File: src/rtl/core/efg_pkg.sv
// efg_pkg: shared types and codes for the event flag group unit
// function codes, wait mode bits, request classes, result kinds and status codes
// no dependencies
`timescale 1ns / 1ps
`default_nettype none

package efg_pkg;

    // incoming function codes
    localparam logic [2:0] FUNC_LOAD   = 3'd0;
    localparam logic [2:0] FUNC_POLL   = 3'd1;
    localparam logic [2:0] FUNC_WAIT   = 3'd2;
    localparam logic [2:0] FUNC_SET    = 3'd3;
    localparam logic [2:0] FUNC_CLEAR  = 3'd4;
    localparam logic [2:0] FUNC_DELETE = 3'd5;

    // wait mode bit positions
    localparam int MODE_SET     = 0;
    localparam int MODE_ALL     = 1;
    localparam int MODE_CONSUME = 2;

    // result kinds
    localparam logic [1:0] KIND_REPLY   = 2'd0;
    localparam logic [1:0] KIND_WOKEN   = 2'd1;
    localparam logic [1:0] KIND_REMOVED = 2'd2;

    // status codes
    localparam logic [2:0] ST_OK      = 3'd0;
    localparam logic [2:0] ST_UNAVAIL = 3'd1;
    localparam logic [2:0] ST_QUEUED  = 3'd2;
    localparam logic [2:0] ST_FULL    = 3'd3;
    localparam logic [2:0] ST_DELETED = 3'd4;

    // request class after decode
    typedef enum logic [2:0] {
        OP_LOAD,
        OP_POLL,
        OP_WAIT,
        OP_SET,
        OP_CLEAR,
        OP_DELETE,
        OP_BAD
    } t_op;

    typedef struct packed {
        t_op         op;
        logic [7:0]  task_id;
        logic [2:0]  mode;
        logic [31:0] mask;
    } t_req;

endpackage

`default_nettype wire

File: src/rtl/core/event_flag_group_unit.sv
// event_flag_group_unit: top level of the event flag group
// depends on efg_pkg, efg_front and efg_back
`timescale 1ns / 1ps
`default_nettype none

// Event flag group with an ordered table of up to MAX_WAITERS waiting tasks.
// Each input transfer is one operation: load the flag word, poll, wait,
// notify-set, notify-clear or delete. Every operation ends with exactly one
// reply transfer (kind reply, last high) carrying the flag word and waiter
// count after the operation. Notify first updates the flags, then walks the
// waiters in arrival order; each waiter that matches consumes flags if its
// mode says so and produces a woken transfer ahead of the reply. Delete
// produces one removed transfer per waiter, in order, before its reply.
// Load, poll, wait and unknown codes are answered straight from the idle
// state; notify and delete go through a start step, one step per table entry
// and a reply step, the walk being set by the waiter table, which is read
// one entry per cycle unless a result is due while the output register is held.
// A two-entry request queue sits in front, so up to two further requests
// are taken while the back end is busy; results leave through one output
// register, and the back end pauses only when that register is held.
module event_flag_group_unit
    import efg_pkg::*;
#(
    parameter int MAX_WAITERS = 8,
    parameter int FLAG_BITS   = 32
) (
    input  wire logic        i_clk,
    input  wire logic        i_rst_n,
    // request channel
    input  wire logic        i_in_valid,
    output logic             o_in_stall,
    input  wire logic [2:0]  i_func,
    input  wire logic [7:0]  i_task_id,
    input  wire logic [2:0]  i_wait_mode,
    input  wire logic [31:0] i_flag_mask,
    // result channel
    output logic             o_out_valid,
    input  wire logic        i_out_stall,
    output logic [1:0]       o_kind,
    output logic [7:0]       o_task_id_out,
    output logic [2:0]       o_status,
    output logic [31:0]      o_result_flags,
    output logic [31:0]      o_current_flags,
    output logic [3:0]       o_waiter_count,
    output logic             o_last
);

    // decoded request handed from the queue to the sequencer
    t_req req;
    logic req_valid;
    logic req_pop;

    // front end: classifies each transfer and buffers it
    efg_front u_front (
        .i_clk       (i_clk),
        .i_rst_n     (i_rst_n),
        .i_in_valid  (i_in_valid),
        .o_in_stall  (o_in_stall),
        .i_func      (i_func),
        .i_task_id   (i_task_id),
        .i_wait_mode (i_wait_mode),
        .i_flag_mask (i_flag_mask),
        .o_req_valid (req_valid),
        .o_req       (req),
        .i_req_pop   (req_pop)
    );

    // back end: owns the flag word and waiter table, drives the results
    efg_back #(
        .MAX_WAITERS (MAX_WAITERS),
        .FLAG_BITS   (FLAG_BITS)
    ) u_back (
        .i_clk           (i_clk),
        .i_rst_n         (i_rst_n),
        .i_req_valid     (req_valid),
        .i_req           (req),
        .o_req_pop       (req_pop),
        .o_out_valid     (o_out_valid),
        .i_out_stall     (i_out_stall),
        .o_kind          (o_kind),
        .o_task_id_out   (o_task_id_out),
        .o_status        (o_status),
        .o_result_flags  (o_result_flags),
        .o_current_flags (o_current_flags),
        .o_waiter_count  (o_waiter_count),
        .o_last          (o_last)
    );

endmodule

`default_nettype wire

File: src/rtl/core/efg_front.sv
// efg_front: request decode and two-entry request queue
// depends on efg_pkg
`timescale 1ns / 1ps
`default_nettype none

module efg_front
    import efg_pkg::*;
(
    input  wire logic        i_clk,
    input  wire logic        i_rst_n,
    input  wire logic        i_in_valid,
    output logic             o_in_stall,
    input  wire logic [2:0]  i_func,
    input  wire logic [7:0]  i_task_id,
    input  wire logic [2:0]  i_wait_mode,
    input  wire logic [31:0] i_flag_mask,
    output logic             o_req_valid,
    output t_req             o_req,
    input  wire logic        i_req_pop
);

    t_req       r_q [2];
    logic       r_wr_ptr;
    logic       r_rd_ptr;
    logic [1:0] r_count;
    logic       push;
    t_req       dec;

    // classify the function code
    always_comb begin
        dec.task_id = i_task_id;
        dec.mode    = i_wait_mode;
        dec.mask    = i_flag_mask;
        unique case (i_func)
            FUNC_LOAD:   dec.op = OP_LOAD;
            FUNC_POLL:   dec.op = OP_POLL;
            FUNC_WAIT:   dec.op = OP_WAIT;
            FUNC_SET:    dec.op = OP_SET;
            FUNC_CLEAR:  dec.op = OP_CLEAR;
            FUNC_DELETE: dec.op = OP_DELETE;
            default:     dec.op = OP_BAD;
        endcase
    end

    assign o_in_stall  = (r_count == 2'd2);
    assign push        = i_in_valid && !o_in_stall;
    assign o_req_valid = (r_count != 2'd0);
    assign o_req       = r_q[r_rd_ptr];

    always_ff @(posedge i_clk) begin
        if (!i_rst_n) begin
            r_wr_ptr <= 1'b0;
            r_rd_ptr <= 1'b0;
            r_count  <= 2'd0;
        end else begin
            if (push) begin
                r_wr_ptr <= !r_wr_ptr;
            end
            if (i_req_pop) begin
                r_rd_ptr <= !r_rd_ptr;
            end
            if (push && !i_req_pop) begin
                r_count <= r_count + 2'd1;
            end else if (!push && i_req_pop) begin
                r_count <= r_count - 2'd1;
            end
        end
    end

    always_ff @(posedge i_clk) begin
        if (push) begin
            r_q[r_wr_ptr] <= dec;
        end
    end

endmodule

`default_nettype wire

File: src/rtl/core/efg_back.sv
// efg_back: flag word, waiter table and the sequencer that carries out requests
// depends on efg_pkg; takes requests from efg_front
`timescale 1ns / 1ps
`default_nettype none

module efg_back
    import efg_pkg::*;
#(
    parameter int MAX_WAITERS = 8,
    parameter int FLAG_BITS   = 32
) (
    input  wire logic        i_clk,
    input  wire logic        i_rst_n,
    input  wire logic        i_req_valid,
    input  wire t_req        i_req,
    output logic             o_req_pop,
    output logic             o_out_valid,
    input  wire logic        i_out_stall,
    output logic [1:0]       o_kind,
    output logic [7:0]       o_task_id_out,
    output logic [2:0]       o_status,
    output logic [31:0]      o_result_flags,
    output logic [31:0]      o_current_flags,
    output logic [3:0]       o_waiter_count,
    output logic             o_last
);

    localparam int FW = (FLAG_BITS < 32) ? FLAG_BITS : 32;
    localparam int IW = (MAX_WAITERS > 1) ? $clog2(MAX_WAITERS) : 1;
    localparam int CW = $clog2(MAX_WAITERS + 1);

    typedef enum logic [2:0] {
        S_IDLE = 3'b001,
        S_WALK = 3'b010,
        S_DEL  = 3'b100
    } t_state;

    typedef struct packed {
        logic [7:0]    task_id;
        logic [2:0]    mode;
        logic [FW-1:0] req;
    } t_entry;

    typedef struct packed {
        logic          hit;
        logic [FW-1:0] found;
        logic [FW-1:0] flags;
    } t_chk;

    function automatic t_chk check(input logic [2:0] mode, input logic [FW-1:0] req,
                                   input logic [FW-1:0] flags);
        t_chk          c;
        logic [FW-1:0] calc;
        calc  = mode[MODE_SET] ? (flags & req) : (~flags & req);
        c.hit = mode[MODE_ALL] ? (calc == req) : (calc != '0);
        c.found = calc;
        c.flags = flags;
        if (c.hit && mode[MODE_CONSUME]) begin
            c.flags = mode[MODE_SET] ? (flags & ~req) : (flags | req);
        end
        return c;
    endfunction

    t_entry        mem [MAX_WAITERS];
    t_entry        r_rd;

    t_state        r_state, n_state;
    logic [FW-1:0] r_flags, n_flags;
    logic [CW-1:0] r_total, n_total;
    logic [CW-1:0] r_idx, n_idx;
    logic [CW-1:0] r_keep, n_keep;
    logic [CW-1:0] r_snap, n_snap;
    logic [7:0]    r_task, n_task;

    logic          out_free;
    logic          emit;
    logic [1:0]    e_kind;
    logic [7:0]    e_task;
    logic [2:0]    e_status;
    logic [FW-1:0] e_res;
    logic          e_last;
    logic          we;
    logic [IW-1:0] waddr;
    t_entry        wdata;
    logic [IW-1:0] raddr;
    logic [FW-1:0] req_mask;
    t_chk          chk_req;
    t_chk          chk_ent;

    logic [1:0]     r_kind;
    logic [7:0]     r_otask;
    logic [2:0]     r_status;
    logic [FW-1:0]  r_res;
    logic [FW-1:0]  r_cur;
    logic [CW-1:0]  r_cnt;
    logic           r_last;
    logic           r_out_valid;
    logic [FW+31:0] res_ext;
    logic [FW+31:0] cur_ext;
    logic [CW+3:0]  cnt_ext;

    assign out_free = !r_out_valid || !i_out_stall;
    assign req_mask = i_req.mask[FW-1:0];
    assign chk_req  = check(i_req.mode, req_mask, r_flags);
    assign chk_ent  = check(r_rd.mode, r_rd.req, r_flags);

    always_comb begin
        n_state   = r_state;
        n_flags   = r_flags;
        n_total   = r_total;
        n_idx     = r_idx;
        n_keep    = r_keep;
        n_snap    = r_snap;
        n_task    = r_task;
        o_req_pop = 1'b0;
        emit      = 1'b0;
        e_kind    = KIND_REPLY;
        e_task    = r_task;
        e_status  = ST_OK;
        e_res     = '0;
        e_last    = 1'b1;
        we        = 1'b0;
        waddr     = r_keep[IW-1:0];
        wdata     = r_rd;
        unique case (r_state)
            S_IDLE: begin
                if (i_req_valid && out_free) begin
                    o_req_pop = 1'b1;
                    e_task    = i_req.task_id;
                    n_task    = i_req.task_id;
                    case (i_req.op) inside
                        OP_LOAD: begin
                            n_flags = req_mask;
                            emit    = 1'b1;
                        end
                        OP_POLL: begin
                            n_flags  = chk_req.flags;
                            e_res    = chk_req.found;
                            e_status = chk_req.hit ? ST_OK : ST_UNAVAIL;
                            emit     = 1'b1;
                        end
                        OP_WAIT: begin
                            n_flags = chk_req.flags;
                            e_res   = chk_req.found;
                            emit    = 1'b1;
                            if (chk_req.hit) begin
                                e_status = ST_OK;
                            end else if (r_total >= CW'(MAX_WAITERS)) begin
                                e_status = ST_FULL;
                            end else begin
                                e_status      = ST_QUEUED;
                                we            = 1'b1;
                                waddr         = r_total[IW-1:0];
                                wdata.task_id = i_req.task_id;
                                wdata.mode    = i_req.mode;
                                wdata.req     = req_mask;
                                n_total       = r_total + CW'(1);
                            end
                        end
                        OP_SET, OP_CLEAR: begin
                            n_flags = (i_req.op == OP_SET) ? (r_flags | req_mask)
                                                           : (r_flags & ~req_mask);
                            n_snap  = r_total;
                            n_idx   = '0;
                            n_keep  = '0;
                            n_state = S_WALK;
                        end
                        OP_DELETE: begin
                            n_snap  = r_total;
                            n_idx   = '0;
                            n_state = S_DEL;
                        end
                        default: begin
                            e_status = ST_UNAVAIL;
                            emit     = 1'b1;
                        end
                    endcase
                end
            end
            S_WALK: begin
                if (r_idx == r_snap) begin
                    if (out_free) begin
                        emit    = 1'b1;
                        n_state = S_IDLE;
                    end
                end else if (chk_ent.hit) begin
                    if (out_free) begin
                        emit    = 1'b1;
                        e_kind  = KIND_WOKEN;
                        e_task  = r_rd.task_id;
                        e_res   = chk_ent.found;
                        e_last  = 1'b0;
                        n_flags = chk_ent.flags;
                        n_total = r_total - CW'(1);
                        n_idx   = r_idx + CW'(1);
                    end
                end else begin
                    // survivor moves down to close the gap
                    we     = 1'b1;
                    n_keep = r_keep + CW'(1);
                    n_idx  = r_idx + CW'(1);
                end
            end
            S_DEL: begin
                if (out_free) begin
                    emit = 1'b1;
                    if (r_idx == r_snap) begin
                        n_state = S_IDLE;
                    end else begin
                        e_kind   = KIND_REMOVED;
                        e_task   = r_rd.task_id;
                        e_status = ST_DELETED;
                        e_last   = 1'b0;
                        n_total  = r_total - CW'(1);
                        n_idx    = r_idx + CW'(1);
                    end
                end
            end
            default: begin
                n_state = S_IDLE;
            end
        endcase
    end

    // read the entry for the next step, in range only
    assign raddr = (n_idx < CW'(MAX_WAITERS)) ? n_idx[IW-1:0] : '0;

    always_ff @(posedge i_clk) begin
        if (we) begin
            mem[waddr] <= wdata;
        end
        r_rd <= mem[raddr];
    end

    always_ff @(posedge i_clk) begin
        if (!i_rst_n) begin
            r_state     <= S_IDLE;
            r_flags     <= '0;
            r_total     <= '0;
            r_idx       <= '0;
            r_keep      <= '0;
            r_snap      <= '0;
            r_task      <= '0;
            r_out_valid <= 1'b0;
        end else begin
            r_state <= n_state;
            r_flags <= n_flags;
            r_total <= n_total;
            r_idx   <= n_idx;
            r_keep  <= n_keep;
            r_snap  <= n_snap;
            r_task  <= n_task;
            if (emit) begin
                r_out_valid <= 1'b1;
            end else if (!i_out_stall) begin
                r_out_valid <= 1'b0;
            end
        end
    end

    always_ff @(posedge i_clk) begin
        if (emit) begin
            r_kind   <= e_kind;
            r_otask  <= e_task;
            r_status <= e_status;
            r_res    <= e_res;
            r_cur    <= n_flags;
            r_cnt    <= n_total;
            r_last   <= e_last;
        end
    end

    assign res_ext = {32'd0, r_res};
    assign cur_ext = {32'd0, r_cur};
    assign cnt_ext = {4'd0, r_cnt};

    assign o_out_valid     = r_out_valid;
    assign o_kind          = r_kind;
    assign o_task_id_out   = r_otask;
    assign o_status        = r_status;
    assign o_result_flags  = res_ext[31:0];
    assign o_current_flags = cur_ext[31:0];
    assign o_waiter_count  = cnt_ext[3:0];
    assign o_last          = r_last;

endmodule

`default_nettype wire

File: config.mk
export PLATFORM = sky130hd
export DESIGN_NAME = event_flag_group_unit
export DESIGN_NICKNAME = d
export VERILOG_FILES = /design/src/rtl/core/efg_pkg.sv /design/src/rtl/core/event_flag_group_unit.sv /design/src/rtl/core/efg_front.sv /design/src/rtl/core/efg_back.sv
export SDC_FILE = /design/constraint.sdc
export NUM_CORES = 1
export LEC_CHECK = 0
export ABC_AREA = 0
export BUFFER_PORTS_ARGS = -buffer_cell sky130_fd_sc_hd__buf_4
export CAP_MARGIN = 15
export CORE_ASPECT_RATIO = 2
export CORE_MARGIN = 5
export CORE_UTILIZATION = 45
export DETAILED_ROUTE_END_ITERATION = 7
export PLACE_DENSITY_LB_ADDON = 0.05
export SLEW_MARGIN = 30
export SYNTH_ARGS = -nofsm -noshare
export SYNTH_HDL_FRONTEND = slang
export SYNTH_HIERARCHICAL = 1
export SYNTH_SLANG_ARGS = --single-unit
File: constraint.sdc
create_clock -name i_clk -period 14.3 [get_ports i_clk]
set_input_delay 2.145 -clock i_clk [delete_from_list [all_inputs] [get_ports i_clk]]
set_output_delay 2.145 -clock i_clk [all_outputs]
set_load 0.02 [all_outputs]
==> flow_metrics.env <==
export IMPL_status="finished clean"
export IMPL_clock_path_buffers=3
export IMPL_root_buffer="clkbuf_16"
export IMPL_yosys_area_top_type_share_pct=55.64
export IMPL_dr_first_iter_drc_count=1887
export IMPL_avgSynthCellArea_sq_um=11.95
export IMPL_synthCells=2340
export IMPL_grt_start_max_net_pins=79
export IMPL_worstPathRequired_ns=14.55
export IMPL_finalCriticalPeriod_ns=6.142
export IMPL_drc=0
export IMPL_hpwl_mm=55.56
export IMPL_max_freq_mhz=162.8
export IMPL_synth_edf_count=518
export IMPL_fin_crit_sh_pct=42.95
export IMPL_slew_headroom_pct=30.45
export IMPL_start_util_pct=45.22
export IMPL_post_drt_wl_per_cell_microns=27.63
export IMPL_layoutNonFillerInstCount=3194
export IMPL_vias=19740
export IMPL_synth_area_sq_um=27960
export IMPL_firstDrtPassIters=6
export IMPL_clk_pin_slew_ns=0.07
export IMPL_clock_sink_count=625
export IMPL_total_leakage_power_nw=10.44
export IMPL_crit_path_start_kind="flop"
export IMPL_overflow=0
export IMPL_io_buffers=133
export IMPL_ys_seq_area_share_pct=63.30
export IMPL_critPathMaxFanout=43
export IMPL_post_cts_resize_count=0
export IMPL_syn_nets=2395
export IMPL_cts_tree="built"
export IMPL_pre_cts_ws_ns=8.122
export IMPL_grt_pass1_vias=19390
export IMPL_yosys_area_top_type="edfxtp_1"
export IMPL_die_y_microns=362.5
export IMPL_critical_path_buf_inv_count=3
export IMPL_synthFlopType="edfxtp_1"
export IMPL_postLayoutSetupSlackWorst_ns=8.158
export IMPL_htreeDepth=2
export IMPL_io_pins=134
export IMPL_yosys_top_cells_count="edfxtp_1, nand2_1, nand3_1, clkbuf_1, dfxtp_1"
export IMPL_fin_setup_tns_ns=0
export IMPL_crit_path_frequent_cell="buf_4"
export IMPL_antenna_found_initial=1
export IMPL_setup_worst_path_class="reg -> reg"
export IMPL_worstSetupEndpointType="flop"
export IMPL_cts_buffers=53
export IMPL_nFillCells=5421
export IMPL_report_final_slew_viol_count=0
export IMPL_postCtsHoldBufs=0
export IMPL_worstPathArrival_ns=6.39
export IMPL_finClkSkew_ns=0.03464
export IMPL_yosysWarnings=6
export IMPL_finalNetCount=2419
export IMPL_yosysMostFrequentCell="edfxtp_1"
export IMPL_insertedDiodeCount=0
export IMPL_critPathMaxStageDelay_ns=0.75
export IMPL_final_hold_viol_count=0
export IMPL_via_per_inst=6.179
export IMPL_placementRows=129
export IMPL_worstPathCellList="buf_4 -> mux2_2 -> nor2b_1 -> a2111oi_0 -> nand4_1 -> or4_1 -> a2111oi_2 -> o21ai_2 -> or4_1 -> buf_4 -> nor3_2 -> a31oi_1 -> o2bb2ai_4 -> buf_4"
export IMPL_grt_pass1_wl_mm=127.4
export IMPL_maxCapViolations=0
export IMPL_rsz0062_at_grt="false"
export IMPL_tightest_slew_ns=1.043
export IMPL_grt_use_total_pct=25.51
export IMPL_setup_viol=0
export IMPL_power_density_nw_per_um2=176.0
export IMPL_dp_cells=3094
export IMPL_async_flop_share_pct=0
export IMPL_drt_wl_total_mm=88.27
export IMPL_crit_family="simple AND/OR/NAND/NOR gates"
export IMPL_clock_latency_ns=0.63
export IMPL_post_cts_setup_buffers=0
export IMPL_worstHoldPathType="reg -> reg"
export IMPL_die_area_sq_um=67510
export IMPL_place_congestion=0.9629
export IMPL_chipWidth_microns=186.2
export IMPL_cp_slowest_cell="a2111oi_0"
export IMPL_yosys_top_cells_area="edfxtp_1, dfxtp_1, nand2_1, nand3_1, xnor2_1"
export IMPL_drive_gt1_share_pct=14.24
export IMPL_peakVddDrop_uv=109.9
export IMPL_drt_antenna_violating_nets=0
export IMPL_area_delta_synth_final_pct=11.92
export IMPL_synth_ff_latch_count=625
export IMPL_core_area_sq_um=61820
export IMPL_ys_types=81
## placed cells by master (no fill, tap or decap), drive strengths merged, types with 8 or more instances in the layout
master and n:
mux2i 46, a311oi 25, mux2 46, o22ai 13
nor2 56, xor2 38, nand2 364, o41a 43
clkbuf 72, inv 63, nand3 146, o32ai 27
buf 175, nor3 14, nor2b 10, o211ai 21
a222oi 9, a21oi 99, o2111ai 9, o21ai 60
a221oi 9, a211o 8, a31oi 66, a22oi 21
and2 95, dfxtp 107, clkinv 15, xnor2 64
a32oi 45, edfxtp 518, nand2b 24
## metal layers
metal	GRT usage, %	share of wire, %	vias up
met3	2.746	5.5	247
li1	-	-	8764
met5	0	0	-
met2	44.38	51	862
met4	13.89	6.3	0
met1	30.62	37	9862
## worst reg2reg max path, cell delays in order (launching register included)
cell	delay [ns]
dfxtp_2	0.44
buf_4	0.53
mux2_2	0.56
nor2b_1	0.16
a2111oi_0	0.75
nand4_1	0.26
or4_1	0.48
a2111oi_2	0.35
o21ai_2	0.09
or4_1	0.48
buf_4	0.29
nor3_2	0.34
a31oi_1	0.18
o2bb2ai_4	0.19
buf_4	0.64
## worst paths after layout
kind | to | start | depth (start not counted) | slack, ns
hold reg to reg | u_back/r_task[3] | u_back/r_task[3] | 2 | 0.45
setup reg to reg | u_back/mem[0][12] | flop | 14 | 8.16
setup / recovery | u_back/mem[0][12] | flop | 14 | 8.16
hold / removal | u_back/r_task[3] | u_back/r_task[3] | 2 | 0.45
## flip-flops by register name (all words and copies together) (netlist names), 4 cells and up, named ones only
name and count:
u_back/r_flags 32, u_back/r_rd 43, u_back/mem 344, u_back/r_snap 4, u_back/o_result_flags 32, u_back/o_current_flags 32, u_back/o_waiter_count 4, u_back/r_task 8
u_back/r_idx 4, u_back/o_task_id_out 8, u_back/r_total 4, u_front/r_q 92
## report_power, final
group | total, mW | internal, mW | switching [mW] | leakage [nW]
combinational | 1.57 | 0.526 | 1.05 | 3.99
sequential | 2.47 | 2.27 | 0.201 | 5.62
clock | 1.47 | 0.790 | 0.676 | 0.835
total | 5.51 | 3.58 | 1.92 | 10.4
## area by class of cell
class / instances / area, sq um / share of cell area (%)
Sequential cell: 625 / 17700 / 56.57
Clock inverter: 27 / 279.0 / 0.8917
Tap cell: 786 / 983.4 / 3.143
Timing Repair Buffer: 175 / 1315 / 4.203
Inverter: 58 / 217.7 / 0.6958
Clock buffer: 72 / 1448 / 4.627
Multi-Input combinational cell: 1451 / 9348 / 29.87
## per-stage QoR
stage | utilization, % | instance area (sq um) | power (mW) | hold WS [ns]
floorplan | - | 27960 | 3.456 | 0.4366
global placement | 47.80 | 29550 | 4.027 | 0.4421
detailed placement | 47.81 | 29550 | 4.053 | 0.4487
CTS | 50.60 | 31280 | 5.516 | 0.4582
global route | 50.62 | 31290 | 5.719 | 0.4768
finish | 50.62 | 31290 | 5.507 | 0.4541
## kinds of logic after synthesis
family	count (synthesis)	synth area share, %
AO/OA/AOI/OAI	497	13.03
AND/OR/NAND/NOR	755	12.78
adder cells (fa/ha/maj)	5	0.2238
flip-flops	625	63.30
XOR/XNOR	102	3.196
multiplexers	92	3.500
buffers and inverters	264	3.974
Power figures use the tool's default switching activity.
